### src/sv/adc_event_bank_deframer_macros.svh
// Assertion macros for the ADC event bank deframer.
// The module that uses them must have a clock i_clk and an active-low reset i_rst_n.
`ifndef ADC_EVENT_BANK_DEFRAMER_MACROS_SVH
`define ADC_EVENT_BANK_DEFRAMER_MACROS_SVH

// The consequent must hold in the same cycle as the antecedent.
`define AEBD_ASSERT_NOW(label, ante, cons, msg) \
    label: assert property (@(posedge i_clk) disable iff (!i_rst_n) (ante) |-> (cons)) \
        else $error(msg);

// The consequent must hold in the cycle after the antecedent.
`define AEBD_ASSERT_NEXT(label, ante, cons, msg) \
    label: assert property (@(posedge i_clk) disable iff (!i_rst_n) (ante) |=> (cons)) \
        else $error(msg);

`endif

### src/sv/aebd_pkg.sv
// Shared types and constants of the ADC event bank deframer.
// No dependencies; used by the interfaces, the window RAM and the top level.
`timescale 1ns / 1ps

package aebd_pkg;

    localparam int CHANNELS_DEF = 12;

    typedef logic [15:0]        t_word;
    typedef logic [11:0]        t_trig;
    typedef logic [3:0]         t_chan;
    typedef logic signed [16:0] t_adc;

    localparam t_word END_MARK  = 16'hFFFF;
    localparam t_word CHECK_RST = 16'hFEED;
    localparam t_word COUNT_MAX = 16'hFFFF;
    localparam t_adc  ADC_SHORT = 17'h1FFFF;

endpackage

### src/sv/aebd_ifs.sv
// Valid/ready channel interfaces of the ADC event bank deframer.
// Depends on aebd_pkg for the payload types.
`timescale 1ns / 1ps

interface aebd_in_if;
    logic           valid;
    logic           ready;
    aebd_pkg::t_word data_word;
    logic           bank_start;

    modport source (output valid, output data_word, output bank_start, input ready);
    modport sink   (input valid, input data_word, input bank_start, output ready);
endinterface

interface aebd_cfg_if;
    logic            valid;
    logic            ready;
    aebd_pkg::t_word check_word;

    modport source (output valid, output check_word, input ready);
    modport sink   (input valid, input check_word, output ready);
endinterface

interface aebd_out_if;
    logic            valid;
    logic            ready;
    logic            kind;
    aebd_pkg::t_word event_index;
    aebd_pkg::t_chan channel;
    aebd_pkg::t_adc  adc_value;
    logic            checkword_ok;
    logic            short_event;
    logic            last_of_event;
    aebd_pkg::t_word event_count;
    aebd_pkg::t_trig triggers_expected;
    logic            trigger_match;
    logic            any_check_fail;

    modport source (
        output valid, output kind, output event_index, output channel, output adc_value,
        output checkword_ok, output short_event, output last_of_event, output event_count,
        output triggers_expected, output trigger_match, output any_check_fail,
        input ready
    );
    modport sink (
        input valid, input kind, input event_index, input channel, input adc_value,
        input checkword_ok, input short_event, input last_of_event, input event_count,
        input triggers_expected, input trigger_match, input any_check_fail,
        output ready
    );
endinterface

### src/sv/adc_event_bank_deframer.sv
// ADC event bank deframer, top level. Uses aebd_pkg, aebd_ifs and aebd_win_ram.
// Words are taken one per cycle while a window fills and the read stage is empty; the word
// that completes a window starts the channel readout, one result per channel, read from
// the window RAM unless the event is short; input resumes after the readout, once the read
// stage is empty. A result is registered in the read stage and then in the output register.
// Reset (synchronous, active low) clears all control state and loads check_word with 0xFEED.
`timescale 1ns / 1ps
`include "adc_event_bank_deframer_macros.svh"

module adc_event_bank_deframer #(
    parameter int CHANNELS = aebd_pkg::CHANNELS_DEF
) (
    input logic        i_clk,
    input logic        i_rst_n,
    aebd_in_if.sink    i_in,
    aebd_cfg_if.sink   i_cfg,
    aebd_out_if.source o_out
);

    // A window holds one leading word, CHANNELS samples and the checkword.
    localparam int WINDOW = CHANNELS + 2;
    localparam int AW     = $clog2(WINDOW);
    localparam int CW     = (CHANNELS > 1) ? $clog2(CHANNELS) : 1;

    localparam logic [AW-1:0] FILL_LAST = AW'(WINDOW - 1);
    localparam logic [CW-1:0] CH_LAST   = CW'(CHANNELS - 1);

    // Sequencer states: collecting words, reading out channels, issuing the bank summary.
    localparam logic [1:0] S_COLLECT = 2'd0;
    localparam logic [1:0] S_EMIT    = 2'd1;
    localparam logic [1:0] S_SUM     = 2'd2;

    // Configuration.
    aebd_pkg::t_word r_check_word;

    // Bank and window state.
    logic [1:0]      r_state, n_state;
    logic            r_in_bank, n_in_bank;
    logic [AW-1:0]   r_fill, n_fill;
    aebd_pkg::t_trig r_expected, n_expected;
    aebd_pkg::t_word r_events, n_events;
    logic            r_fail, n_fail;
    aebd_pkg::t_word r_prev, n_prev;

    // Per-event results, fixed while its channels are read out.
    aebd_pkg::t_word r_evt_idx, n_evt_idx;
    logic            r_evt_ok, n_evt_ok;
    logic            r_evt_short, n_evt_short;
    logic            r_carry_end, n_carry_end;
    logic [CW-1:0]   r_ch, n_ch;

    // Read stage: the RAM read register plus the tags of the result it belongs to.
    logic            r_s1_valid, n_s1_valid;
    logic            r_s1_kind, n_s1_kind;
    logic [CW-1:0]   r_s1_chan, n_s1_chan;
    logic            r_s1_last, n_s1_last;

    // Output register.
    logic            r_out_valid;
    logic            r_out_kind;
    aebd_pkg::t_word r_out_idx;
    aebd_pkg::t_chan r_out_chan;
    aebd_pkg::t_adc  r_out_adc;
    logic            r_out_ok;
    logic            r_out_short;
    logic            r_out_last;
    aebd_pkg::t_word r_out_count;
    aebd_pkg::t_trig r_out_trig;
    logic            r_out_match;
    logic            r_out_anyf;

    logic            w_in_acc;
    logic            w_out_free;
    logic            w_issue;
    logic            w_move;
    logic            w_wr_en;
    logic            w_rd_en;
    logic            w_win_done;
    logic            w_word_ok;
    logic            w_short;
    logic            w_ch_last;
    logic [AW-1:0]   w_rd_addr;
    aebd_pkg::t_word w_rd_data;

    // Config register always writable; the user must write only while idle (unchecked).
    assign i_cfg.ready = 1'b1;

    always_ff @(posedge i_clk) begin
        if (!i_rst_n) begin
            r_check_word <= aebd_pkg::CHECK_RST;
        end else if (i_cfg.valid) begin
            r_check_word <= i_cfg.check_word;
        end
    end

    // Input is taken only while collecting and with the read stage empty, so the
    // counters that a summary reads are stable until that summary has left the stage.
    // This also keeps window writes and channel reads in separate cycles.
    assign i_in.ready = (r_state == S_COLLECT) && !r_s1_valid;
    assign w_in_acc   = i_in.valid && i_in.ready;

    assign w_out_free = !r_out_valid || o_out.ready;
    assign w_move     = r_s1_valid && w_out_free;
    assign w_issue    = !r_s1_valid || w_out_free;

    // Checks on the word that completes a window, against the word before it.
    assign w_word_ok = (i_in.data_word == r_check_word);
    assign w_short   = !w_word_ok && (r_prev == r_check_word);
    assign w_ch_last = (r_ch == CH_LAST);

    // Channel c sits at window entry c+1; entry 0 is skipped.
    assign w_rd_addr = AW'(r_ch) + AW'(1);

    always_comb begin
        n_state     = r_state;
        n_in_bank   = r_in_bank;
        n_fill      = r_fill;
        n_expected  = r_expected;
        n_events    = r_events;
        n_fail      = r_fail;
        n_prev      = r_prev;
        n_evt_idx   = r_evt_idx;
        n_evt_ok    = r_evt_ok;
        n_evt_short = r_evt_short;
        n_carry_end = r_carry_end;
        n_ch        = r_ch;
        n_s1_valid  = r_s1_valid && !w_move;
        n_s1_kind   = r_s1_kind;
        n_s1_chan   = r_s1_chan;
        n_s1_last   = r_s1_last;
        w_wr_en     = 1'b0;
        w_rd_en     = 1'b0;
        w_win_done  = 1'b0;

        unique case (r_state)
            S_COLLECT: begin
                if (w_in_acc) begin
                    if (i_in.bank_start) begin
                        // A header opens a new bank and drops any open one.
                        n_expected = i_in.data_word[11:0];
                        n_in_bank  = 1'b1;
                        n_fill     = '0;
                        n_events   = '0;
                        n_fail     = 1'b0;
                    end else if (r_in_bank) begin
                        if ((r_fill == '0) && (i_in.data_word == aebd_pkg::END_MARK)) begin
                            n_state   = S_SUM;
                            n_in_bank = 1'b0;
                        end else begin
                            w_wr_en = 1'b1;
                            n_prev  = i_in.data_word;
                            if (r_fill == FILL_LAST) begin
                                w_win_done  = 1'b1;
                                n_evt_idx   = r_events;
                                if (r_events != aebd_pkg::COUNT_MAX) begin
                                    n_events = r_events + 16'd1;
                                end
                                n_evt_short = w_short;
                                n_evt_ok    = w_word_ok || w_short;
                                if (!(w_word_ok || w_short)) begin
                                    n_fail = 1'b1;
                                end
                                // A short event leaves its last word as the first word
                                // of the next window; an end marker there closes the bank.
                                n_carry_end = w_short && (i_in.data_word == aebd_pkg::END_MARK);
                                n_fill      = w_short ? AW'(1) : '0;
                                if (w_short && (i_in.data_word == aebd_pkg::END_MARK)) begin
                                    n_in_bank = 1'b0;
                                    n_fill    = '0;
                                end
                                n_ch    = '0;
                                n_state = S_EMIT;
                            end else begin
                                n_fill = r_fill + AW'(1);
                            end
                        end
                    end
                end
            end
            S_EMIT: begin
                if (w_issue) begin
                    w_rd_en    = !r_evt_short;
                    n_s1_valid = 1'b1;
                    n_s1_kind  = 1'b0;
                    n_s1_chan  = r_ch;
                    n_s1_last  = w_ch_last && !r_carry_end;
                    if (w_ch_last) begin
                        n_ch    = '0;
                        n_state = r_carry_end ? S_SUM : S_COLLECT;
                    end else begin
                        n_ch = r_ch + CW'(1);
                    end
                end
            end
            S_SUM: begin
                if (w_issue) begin
                    n_s1_valid = 1'b1;
                    n_s1_kind  = 1'b1;
                    n_s1_chan  = '0;
                    n_s1_last  = 1'b1;
                    n_state    = S_COLLECT;
                end
            end
            default: begin
                n_state = S_COLLECT;
            end
        endcase
    end

    always_ff @(posedge i_clk) begin
        if (!i_rst_n) begin
            r_state    <= S_COLLECT;
            r_in_bank  <= 1'b0;
            r_fill     <= '0;
            r_expected <= '0;
            r_events   <= '0;
            r_fail     <= 1'b0;
            r_ch       <= '0;
            r_s1_valid <= 1'b0;
        end else begin
            r_state    <= n_state;
            r_in_bank  <= n_in_bank;
            r_fill     <= n_fill;
            r_expected <= n_expected;
            r_events   <= n_events;
            r_fail     <= n_fail;
            r_ch       <= n_ch;
            r_s1_valid <= n_s1_valid;
        end
    end

    always_ff @(posedge i_clk) begin
        r_prev      <= n_prev;
        r_evt_idx   <= n_evt_idx;
        r_evt_ok    <= n_evt_ok;
        r_evt_short <= n_evt_short;
        r_carry_end <= n_carry_end;
        r_s1_kind   <= n_s1_kind;
        r_s1_chan   <= n_s1_chan;
        r_s1_last   <= n_s1_last;
    end

    aebd_win_ram #(
        .DEPTH (WINDOW)
    ) u_win_ram (
        .i_clk     (i_clk),
        .i_wr_en   (w_wr_en),
        .i_wr_addr (r_fill),
        .i_wr_data (i_in.data_word),
        .i_rd_en   (w_rd_en),
        .i_rd_addr (w_rd_addr),
        .o_rd_data (w_rd_data)
    );

    // Output register: loaded from the read stage, cleared when its transfer completes.
    always_ff @(posedge i_clk) begin
        if (!i_rst_n) begin
            r_out_valid <= 1'b0;
        end else if (w_move) begin
            r_out_valid <= 1'b1;
        end else if (o_out.ready) begin
            r_out_valid <= 1'b0;
        end
    end

    always_ff @(posedge i_clk) begin
        if (w_move) begin
            r_out_kind <= r_s1_kind;
            r_out_last <= r_s1_last;
            if (r_s1_kind) begin
                r_out_idx   <= '0;
                r_out_chan  <= '0;
                r_out_adc   <= '0;
                r_out_ok    <= 1'b0;
                r_out_short <= 1'b0;
                r_out_count <= r_events;
                r_out_trig  <= r_expected;
                r_out_match <= (r_events == {4'b0, r_expected});
                r_out_anyf  <= r_fail;
            end else begin
                r_out_idx   <= r_evt_idx;
                r_out_chan  <= 4'(r_s1_chan);
                r_out_adc   <= r_evt_short ? aebd_pkg::ADC_SHORT : {1'b0, w_rd_data};
                r_out_ok    <= r_evt_ok;
                r_out_short <= r_evt_short;
                r_out_count <= '0;
                r_out_trig  <= '0;
                r_out_match <= 1'b0;
                r_out_anyf  <= 1'b0;
            end
        end
    end

    assign o_out.valid             = r_out_valid;
    assign o_out.kind              = r_out_kind;
    assign o_out.event_index       = r_out_idx;
    assign o_out.channel           = r_out_chan;
    assign o_out.adc_value         = r_out_adc;
    assign o_out.checkword_ok      = r_out_ok;
    assign o_out.short_event       = r_out_short;
    assign o_out.last_of_event     = r_out_last;
    assign o_out.event_count       = r_out_count;
    assign o_out.triggers_expected = r_out_trig;
    assign o_out.trigger_match     = r_out_match;
    assign o_out.any_check_fail    = r_out_anyf;

    // The window RAM is never read and written in the same cycle.
    `AEBD_ASSERT_NOW(a_ram_no_overlap, w_rd_en, !w_wr_en, "window RAM read and write overlap")
    // A completed window always starts the channel readout.
    `AEBD_ASSERT_NEXT(a_done_emits, w_win_done, r_state == S_EMIT, "window done without readout")
    // A summary is always the last result of its input.
    `AEBD_ASSERT_NOW(a_sum_last, r_out_valid && r_out_kind, r_out_last, "summary not marked last")
    // The fill count stays inside the window.
    `AEBD_ASSERT_NOW(a_fill_range, 1'b1, r_fill <= FILL_LAST, "window fill out of range")

endmodule

### src/sv/aebd_win_ram.sv
// Event window store: one write port, one read port with a registered read.
// Depends on aebd_pkg for the word type and the default depth.
`timescale 1ns / 1ps

module aebd_win_ram #(
    parameter int  DEPTH = aebd_pkg::CHANNELS_DEF + 2,
    localparam int AW    = $clog2(DEPTH)
) (
    input  logic            i_clk,
    input  logic            i_wr_en,
    input  logic [AW-1:0]   i_wr_addr,
    input  aebd_pkg::t_word i_wr_data,
    input  logic            i_rd_en,
    input  logic [AW-1:0]   i_rd_addr,
    output aebd_pkg::t_word o_rd_data
);

    aebd_pkg::t_word r_mem [DEPTH];
    aebd_pkg::t_word r_rd_data;

    always_ff @(posedge i_clk) begin
        if (i_wr_en) begin
            r_mem[i_wr_addr] <= i_wr_data;
        end
    end

    // The read register holds its value while no read is issued.
    always_ff @(posedge i_clk) begin
        if (i_rd_en) begin
            r_rd_data <= r_mem[i_rd_addr];
        end
    end

    assign o_rd_data = r_rd_data;

endmodule

### src/flat_wrapper.sv
// flat-port wrapper written by rule: the top's interface ports become plain ports
module adc_event_bank_deframer_flat 
#(
    parameter int CHANNELS = aebd_pkg::CHANNELS_DEF
)
  (i_clk, i_rst_n, i_in_valid, i_in_data_word, i_in_bank_start, i_in_ready, i_cfg_valid, i_cfg_check_word, i_cfg_ready, o_out_valid, o_out_kind, o_out_event_index, o_out_channel, o_out_adc_value, o_out_checkword_ok, o_out_short_event, o_out_last_of_event, o_out_event_count, o_out_triggers_expected, o_out_trigger_match, o_out_any_check_fail, o_out_ready);
  aebd_in_if i_in_i ();
  aebd_cfg_if i_cfg_i ();
  aebd_out_if o_out_i ();
  input logic i_clk;
  input logic i_rst_n;
  input wire logic [$bits(i_in_i.valid)-1:0] i_in_valid;
  input wire logic [$bits(i_in_i.data_word)-1:0] i_in_data_word;
  input wire logic [$bits(i_in_i.bank_start)-1:0] i_in_bank_start;
  output wire logic [$bits(i_in_i.ready)-1:0] i_in_ready;
  input wire logic [$bits(i_cfg_i.valid)-1:0] i_cfg_valid;
  input wire logic [$bits(i_cfg_i.check_word)-1:0] i_cfg_check_word;
  output wire logic [$bits(i_cfg_i.ready)-1:0] i_cfg_ready;
  output wire logic [$bits(o_out_i.valid)-1:0] o_out_valid;
  output wire logic [$bits(o_out_i.kind)-1:0] o_out_kind;
  output wire logic [$bits(o_out_i.event_index)-1:0] o_out_event_index;
  output wire logic [$bits(o_out_i.channel)-1:0] o_out_channel;
  output wire logic [$bits(o_out_i.adc_value)-1:0] o_out_adc_value;
  output wire logic [$bits(o_out_i.checkword_ok)-1:0] o_out_checkword_ok;
  output wire logic [$bits(o_out_i.short_event)-1:0] o_out_short_event;
  output wire logic [$bits(o_out_i.last_of_event)-1:0] o_out_last_of_event;
  output wire logic [$bits(o_out_i.event_count)-1:0] o_out_event_count;
  output wire logic [$bits(o_out_i.triggers_expected)-1:0] o_out_triggers_expected;
  output wire logic [$bits(o_out_i.trigger_match)-1:0] o_out_trigger_match;
  output wire logic [$bits(o_out_i.any_check_fail)-1:0] o_out_any_check_fail;
  input wire logic [$bits(o_out_i.ready)-1:0] o_out_ready;
  assign i_in_i.valid = i_in_valid;
  assign i_in_i.data_word = i_in_data_word;
  assign i_in_i.bank_start = i_in_bank_start;
  assign i_in_ready = i_in_i.ready;
  assign i_cfg_i.valid = i_cfg_valid;
  assign i_cfg_i.check_word = i_cfg_check_word;
  assign i_cfg_ready = i_cfg_i.ready;
  assign o_out_valid = o_out_i.valid;
  assign o_out_kind = o_out_i.kind;
  assign o_out_event_index = o_out_i.event_index;
  assign o_out_channel = o_out_i.channel;
  assign o_out_adc_value = o_out_i.adc_value;
  assign o_out_checkword_ok = o_out_i.checkword_ok;
  assign o_out_short_event = o_out_i.short_event;
  assign o_out_last_of_event = o_out_i.last_of_event;
  assign o_out_event_count = o_out_i.event_count;
  assign o_out_triggers_expected = o_out_i.triggers_expected;
  assign o_out_trigger_match = o_out_i.trigger_match;
  assign o_out_any_check_fail = o_out_i.any_check_fail;
  assign o_out_i.ready = o_out_ready;
  adc_event_bank_deframer #(.CHANNELS(CHANNELS)) u_core (.i_clk(i_clk), .i_rst_n(i_rst_n), .i_in(i_in_i), .i_cfg(i_cfg_i), .o_out(o_out_i));
endmodule
### config.mk
export PLATFORM = sky130hd
export DESIGN_NAME = adc_event_bank_deframer_flat
export DESIGN_NICKNAME = d
export VERILOG_FILES = /design/src/sv/aebd_pkg.sv /design/src/sv/aebd_ifs.sv /design/src/sv/adc_event_bank_deframer.sv /design/src/sv/aebd_win_ram.sv /design/src/flat_wrapper.sv
export VERILOG_INCLUDE_DIRS = /design/src /design/src/sv
export SDC_FILE = /design/constraint.sdc
export NUM_CORES = 1
export LEC_CHECK = 0
export ABC_AREA = 1
export BUFFER_PORTS_ARGS = -buffer_cell sky130_fd_sc_hd__buf_2
export CAP_MARGIN = 25
export CORE_MARGIN = 3
export CORE_UTILIZATION = 50
export CTS_BUF_LIST = sky130_fd_sc_hd__clkbuf_8
export DETAILED_ROUTE_END_ITERATION = 8
export PLACE_DENSITY_LB_ADDON = 0.15
export RECOVER_POWER = 100
export REMOVE_ABC_BUFFERS = 1
export SYNTH_ARGS = -nofsm -noshare
export SYNTH_HDL_FRONTEND = slang
export SYNTH_SLANG_ARGS = --single-unit
### constraint.sdc
create_clock -name i_clk -period 12.58 [get_ports i_clk]
set_input_delay 2.516 -clock i_clk [delete_from_list [all_inputs] [get_ports i_clk]]
set_output_delay 2.516 -clock i_clk [all_outputs]
set_load 0.02 [all_outputs]
* Word-level counts from Yosys, hierarchy flattened
Memories as Yosys holds them, arrays and structs flattened. A register that Yosys moved wholly into a read port is not among the register bits. Cells that the tools add are included.
Word-level totals: bits in registers 170, bits in latches 0, RAM bits 224, ROM bits 0, bits of input ports 38, output and inout port bits 74, logic and storage cells 152, memories kept 1
Memory list:
- u_core.u_win_ram.r_mem | depth 14, bits a word 16, rd ports 1, clocked after memory_dff 1, wr ports 1, RTL line aebd_win_ram.sv:18 | aebd_pkg::t_word r_mem [DEPTH];
Operators by class: $add $sub $neg 3, multiply operators 0, divide/modulo/power cells 0, magnitude comparators 0, equal/unequal tests 20, shift operators 0, multiplexer cells 61, bitwise operators 2, reduce and logical (&&, ||, !) cells 36
Operators with widths (number):
- 16-bit 2-to-1 mux | 5
- 4-bit 2-to-1 mux | 14
- 16-bit equality test | 2
- 1-bit 2-to-1 mux | 27
- 2-bit 2-to-1 mux | 9
- 6-bit AND reduction | 3
- 17-bit 2-to-1 mux | 1
- 16-bit by 1-bit adder with 16-bit output (second input constant) | 1
- 16-bit by 12-bit equality test with 1-bit output | 1
- 16-bit equality test (second input constant) | 1
- 16-bit inequality test (second input constant) | 1
- 4-bit case mux with 2 select lines | 2
- 7-bit AND reduction | 2
- 2-bit nonzero test | 6
- 2-bit by 1-bit inequality test with 1-bit output (second input constant) | 5
- 2-bit inequality test (second input constant) | 5
- 4-bit by 1-bit adder with 4-bit output (second input constant) | 2
- 4-bit equality test (second input constant) | 2
- 1-bit logical AND | 8
- 1-bit zero test | 6
- 2-bit case mux with 3 select lines | 1
- 3-bit AND reduction | 2
- 5-bit AND reduction | 1
- 4-bit zero test | 1
- other kinds (10) | 14

* Logic depth before layout (Yosys ltp)
depth in word-level cells 9, mapped depth 12

* By module
A second synthesis with hierarchy kept.
Unflattened totals: cells, all modules 1763, area, all modules 17559.3 sq um
By module, submodules not included:
- aebd_win_ram | times used 1, cells an instance 879, area an instance 9899.5 sq um, sequential area each 7206.9 sq um
- adc_event_bank_deframer | times used 1, cells an instance 884, area an instance 7659.8 sq um, sequential area each 4494.3 sq um

* Worst setup path before layout
No wires, ideal clock.
path type input-to-reg, from input o_out_ready, to register u_core.r_out_adc[0], in the netlist u_core.o_out.adc_value[0] (enable), library setup time 0.521 ns, arrival 5.975 ns, slack 6.083 ns, stages on the path 2, buffers on the path 0, path through inv_1 a21oi_1
Between the ends: word-level cells in the longest chain between the ends 2
Ends and longest elaborated chain:
- start: declaration | RTL line flat_wrapper.sv:31 | input wire logic [$bits(o_out_i.ready)-1:0] o_out_ready;
- 1-bit logical OR | RTL line adc_event_bank_deframer.sv:102 | assign w_out_free = !r_out_valid || o_out.ready;
- 1-bit logical AND | RTL line adc_event_bank_deframer.sv:103 | assign w_move = r_s1_valid && w_out_free;
- named net u_core.w_move | RTL line adc_event_bank_deframer.sv:75 | logic w_move;
- end signal: assignment | RTL line adc_event_bank_deframer.sv:283 | r_out_adc <= r_evt_short ? aebd_pkg::ADC_SHORT : {1'b0, w_rd_data};
- end: declaration | RTL line adc_event_bank_deframer.sv:63 | aebd_pkg::t_adc r_out_adc;
The timed path passes the listed nets, and every way through them passes these cells. A chain may end at the register's enable or synchronous reset.

* Worst setup path after layout
from input i_in_data_word[6], to memory u_core.u_win_ram.r_mem[10][5] (netlist bit) (enable)
Between the ends: word-level cells in the longest chain between the ends 9
Ends and longest elaborated chain:
- start: declaration | RTL line flat_wrapper.sv:13 | input wire logic [$bits(i_in_i.data_word)-1:0] i_in_data_word;
- 16-bit equality test | RTL line adc_event_bank_deframer.sv:146 | if ((r_fill == '0) && (i_in.data_word == aebd_pkg::END_MARK)) begin
- 1-bit logical AND | RTL line adc_event_bank_deframer.sv:146
- 1-bit 2-to-1 mux | RTL line adc_event_bank_deframer.sv:146
- 1-bit 2-to-1 mux | RTL line adc_event_bank_deframer.sv:145 | end else if (r_in_bank) begin
- 1-bit 2-to-1 mux | RTL line adc_event_bank_deframer.sv:138 | if (i_in.bank_start) begin
- 1-bit 2-to-1 mux | RTL line adc_event_bank_deframer.sv:137 | if (w_in_acc) begin
- 1-bit 2-to-1 mux | RTL line adc_event_bank_deframer.sv:135 | unique case (r_state)
- 1-bit 2-to-1 mux | RTL line aebd_win_ram.sv:22 | if (i_wr_en) begin
- 1-bit 2-to-1 mux (not written as such) | RTL line aebd_win_ram.sv:23 | r_mem[i_wr_addr] <= i_wr_data;
- end: declaration | RTL line aebd_win_ram.sv:18
No other way between the ends.

==> impl_summary.txt <==
----------------------------------------------------
[Global route]
  Global route total overflow ... 0
  Most Used Layer, Global Route ... met2
  GRT Util Overall ... 21.1%
  Met2 capacity usage during global routing ... 31.9%
  Via count of the first global-routing pass ... 10300
  Met1 Use GR ... 31.2%
  Initial antenna violation count ... 0
  Largest net degree at the start of global routing ... 100
  Global-route wire length before repair ... 58300 um
  Met3 track demand over resource ... 3.76%

[Die]
  Starting utilization of the core area ... 51.1%
  Total die area ... 35700 um2
  Total core area ... 32800 um2
  Number of top-level pins ... 112
  Die outline height ... 189 um
  Die boundary width ... 189 um
  Row count ... 66

[Routing]
  Number of iterations in the first detailed-routing pass ... 5
  Number of DRC markers in iteration 0 ... 1015
  Via density per instance ... 5.27
  Detailed-route wire length per cell ... 18.5 um
  Number of nets with antenna violations after routing ... 0
  Overall via count from detail_route ... 10900
  Remaining routing DRC violations ... 0
  Total detailed-routing wirelength ... 38100 um

[Timing]
  Hold violation total from the final report ... 0
  Count of endpoints failing setup in the final report ... 0
  RSZ-0062 raised after global routing ... false
  Worst hold slack after final layout ... 0.420 ns
  Worst Max-Slew Pin Slew ... 4.01 ns
  Achievable frequency ... 0.162 GHz
  Fraction of the cycle the final worst path needs ... 49.1%
  Slew Limit Fails ... 289
  Worst slew margin relative to its limit ... -167%
  Setup clock skew after layout ... 0.0289 ns
  Post-route minimum period ... 6.18 ns
  Accumulated negative setup slack ... 0 ns

[Worst setup path]
  Category of the worst setup path capture point ... register
  Largest delay contributor family on the critical path ... simple AND/OR/NAND/NOR gates
  Arr. time, crit path ... 6.29 ns
  Library cell contributing the largest single delay on the critical path ... nor3_1
  Path type of the worst setup path ... in -> reg
  Cells along the critical path ... clkbuf_1 -> inv_1 -> nor3_1 -> nand2_1 -> nor2_1 -> nand2_4 -> nand3_1 -> inv_1 -> nand2_1 -> nor3_1
  Crit Path Max Fanout ... 18
  Combined buffer and inverter count along the critical path ... 3
  Kind of start point of the critical path ... primary input
  Crit-path max cell delay ... 2.32 ns
  Worst Path Required ... 12.68 ns

[Synth]
  Largest area contributor in the netlist ... edfxtp_1
  Sequential fraction of the synthesis area ... 69.8%
  Share of Yosys cell area claimed by the top area cell type ... 62.9%
  Yosys synthesis warning count ... 0
  Post-synth EDFFs ... 351
  Flip-flop cell with the highest count after synthesis ... edfxtp_1
  Number of distinct standard cells referenced by the synthesized netlist ... 46
  Avg Synthesized Cell Area ... 11.6 um2
  Proportion of synthesized flip-flops having asynchronous set or reset ... 0%
  Mapped cell area ... 16800 um2
  Synthesis-stage register bit count ... 409
  Number of instances in the synthesized netlist ... 1441
  Area contributors post-synth ... edfxtp_1, dfxtp_1, nor2_1, nand2_1, inv_1

[CTS]
  Clock Sinks ... 409
  Max H-tree Level ... 3
  Clock Pin Slew Worst Setup and Hold Paths ... 0.06 ns
  Root Driver ... clkbuf_8
  Maximum number of buffers from clock root to sink ... 3
  Number of buffers added to fix hold violations after cts ... 0
  Clock insertion delay at the later pin of the skew report ... 0.58 ns
  CTS tree ... yes
  Cts bufs inserted ... 67
  Number of cells upsized or downsized after cts ... 0
  Number of setup buffers added after CTS ... 0

[Power and ir drop]
  Internal Power ... 2.02 mW
  Sw frac ... 21.9%
  Clock Power Share ... 39.8%
  Pwr per Cell Area ... 138 nW/um2
  Sw power ... 0.564 mW
  Sequential cell fraction of total power ... 57.4%
  Peak VDD IR ... 0.0825 mV
  Combinational share of power ... 2.7%
  Total chip power ... 2.58 mW
  Leakage power ... 6.84 nW

[Place]
  Port Buf Inserts ... 110
  Half-perimeter wire length after placement ... 22800 um
  Final GP Congestion ... 0.887

[Final layout]
  Fillcell total ... 2805
  Fraction of the core area covered by cells at the end of the flow ... 56.9%
  Ant. Diodes ... 0
  Final net count ... 1612
  Ratio of cells with drive above 1 in the final layout ... 8.48%
  Layout overhead on the synthesized area ... 11.2%

[Flow run]
  Total of max-cap violations ... 10

[Status]
  Violations in the final reports ... max-capacitance violations, max-slew violations
  Result of the run ... finished with violations

[Worst hold path]
  Class of the tightest hold or removal check ... reg -> reg

----------------------------------------------------
==> power groups by stage <==
stage,clock (mW),sequential [mW],combinational [mW]
detailed placement,0,1.51,0.0727
floorplan,0,1.51,0.0364
global placement,0,1.51,0.0712
CTS,1.05,1.48,0.0730
global route,1.12,1.48,0.0785
finish,1.03,1.48,0.0699
==> worst paths after layout <==
kind	startpoint	end	slack [ns]	depth (start not counted)
worst max-delay path	i_in_data_word[6]	u_core.u_win_ram.r_mem[10][5]	6.40	10
worst min-delay path	u_core.r_s1_last	u_core.o_out.last_of_event	0.42	0
worst max register to register	u_core.r_ch[0]	u_core.u_win_ram.o_rd_data[13]	7.09	7
worst min register to register	u_core.r_s1_last	u_core.o_out.last_of_event	0.42	0
==> cell usage in the layout, fill, tap and decap left out, types with 2 or more instances in the layout <==
| master | count |
|---|---|
| o21bai_1 | 2 |
| buf_2 | 18 |
| nand2_2 | 10 |
| o32ai_1 | 32 |
| inv_2 | 6 |
| inv_1 | 161 |
| o211ai_1 | 16 |
| nor2_1 | 227 |
| nand3_1 | 21 |
| a31oi_1 | 17 |
| o21ai_1 | 9 |
| clkinv_2 | 5 |
| xor2_1 | 13 |
| o22ai_1 | 8 |
| inv_6 | 2 |
| nand4_1 | 10 |
| a21oi_2 | 7 |
| edfxtp_1 | 351 |
| clkinv_1 | 14 |
| a21oi_1 | 53 |
| o221ai_1 | 17 |
| xnor2_1 | 12 |
| clkbuf_8 | 71 |
| nor3_1 | 14 |
| ha_1 | 4 |
| nand2_1 | 211 |
| nor4_1 | 3 |
| buf_4 | 5 |
| dfxtp_1 | 58 |
| or2_4 | 2 |
| nor3_2 | 2 |
| a211oi_1 | 7 |
| clkbuf_1 | 110 |
| mux2i_1 | 16 |
| o21ai_0 | 89 |
==> per-stage QoR <==
step / instances / setup slack [ns] / cell area, um2
after floorplan: 1367 / 6.08 / 16400
after global placement: 1937 / 7.10 / 17800
after detailed placement: 1937 / 7.02 / 17800
after CTS: 2053 / 7.62 / 18900
after global routing: 2058 / 6.01 / 18600
final: 2058 / 6.40 / 18600
==> cell type report <==
cell class                      instances  area (um2)  area share [%]
Clock buffer                           71         977            5.24
Clock inverter                         45         196            1.05
Inverter                              146         549            2.95
Multi-Input combinational cell        812        4120            22.1
Sequential cell                       409       11700            62.8
Tap cell                              442         553            2.97
Timing Repair Buffer                  133         541            2.90
==> cell families after synthesis <==
logic type	Yosys count	share of synthesized area [%]
buf+inv	220	5.22
xor+xnor	26	1.36
fa+ha+maj	5	0.373
mux	16	0.956
simple gates	506	12.6
compound gates	258	9.66
other cells	1	0.0224
flops	409	69.8
==> state kept, by name, indices dropped and copies added (netlist names), 2 cells and up <==
signal                          count
u_core.u_win_ram.r_mem            224
u_core.o_out.adc_value             17
u_core.o_out.event_count           16
u_core.o_out.event_index           16
u_core.r_check_word                16
u_core.r_events                    16
u_core.r_evt_idx                   16
u_core.r_prev                      16
u_core.u_win_ram.o_rd_data         16
u_core.o_out.triggers_expected     12
u_core.r_expected                  12
u_core.o_out.channel                4
u_core.r_ch                         4
u_core.r_fill                       4
u_core.r_s1_chan                    4
u_core.r_state                      2
==> metal layers <==
| layer | vias up | part of all wire, % |
|---|---|---|
| met5 | - | 0 |
| met4 | 0 | 2.3 |
| met3 | 65 | 6.7 |
| met2 | 347 | 44 |
| met1 | 5161 | 47 |
| li1 | 5278 | - |
==> cells in the mapped netlist, types with 7 or more instances <==
cell and count:
a211oi_1 7, nand4_1 10, a21oi_1 48, o211ai_1 16, a21oi_2 12, nand2_2 10, o32ai_1 32, mux2i_1 16
xnor2_1 13, nand2_1 209, buf_2 13, inv_2 7, o221ai_1 17, nor3_1 13, dfxtp_1 58, nand3_1 20
o21ai_1 9, edfxtp_1 351, o21ai_0 89, nor2_1 226, clkbuf_1 53, o22ai_1 8, a31oi_1 17, inv_1 137
xor2_1 13
==> worst register-to-register path: stages, from the launching register on <==
cell and delay, ns:
dfxtp_1 0.73, clkinv_1 0.16, clkbuf_1 0.60, clkbuf_1 2.85, nor2_1 0.21, o32ai_1 0.52
o211ai_1 0.13, nand2_1 0.14
Power figures use the tool's default switching activity.
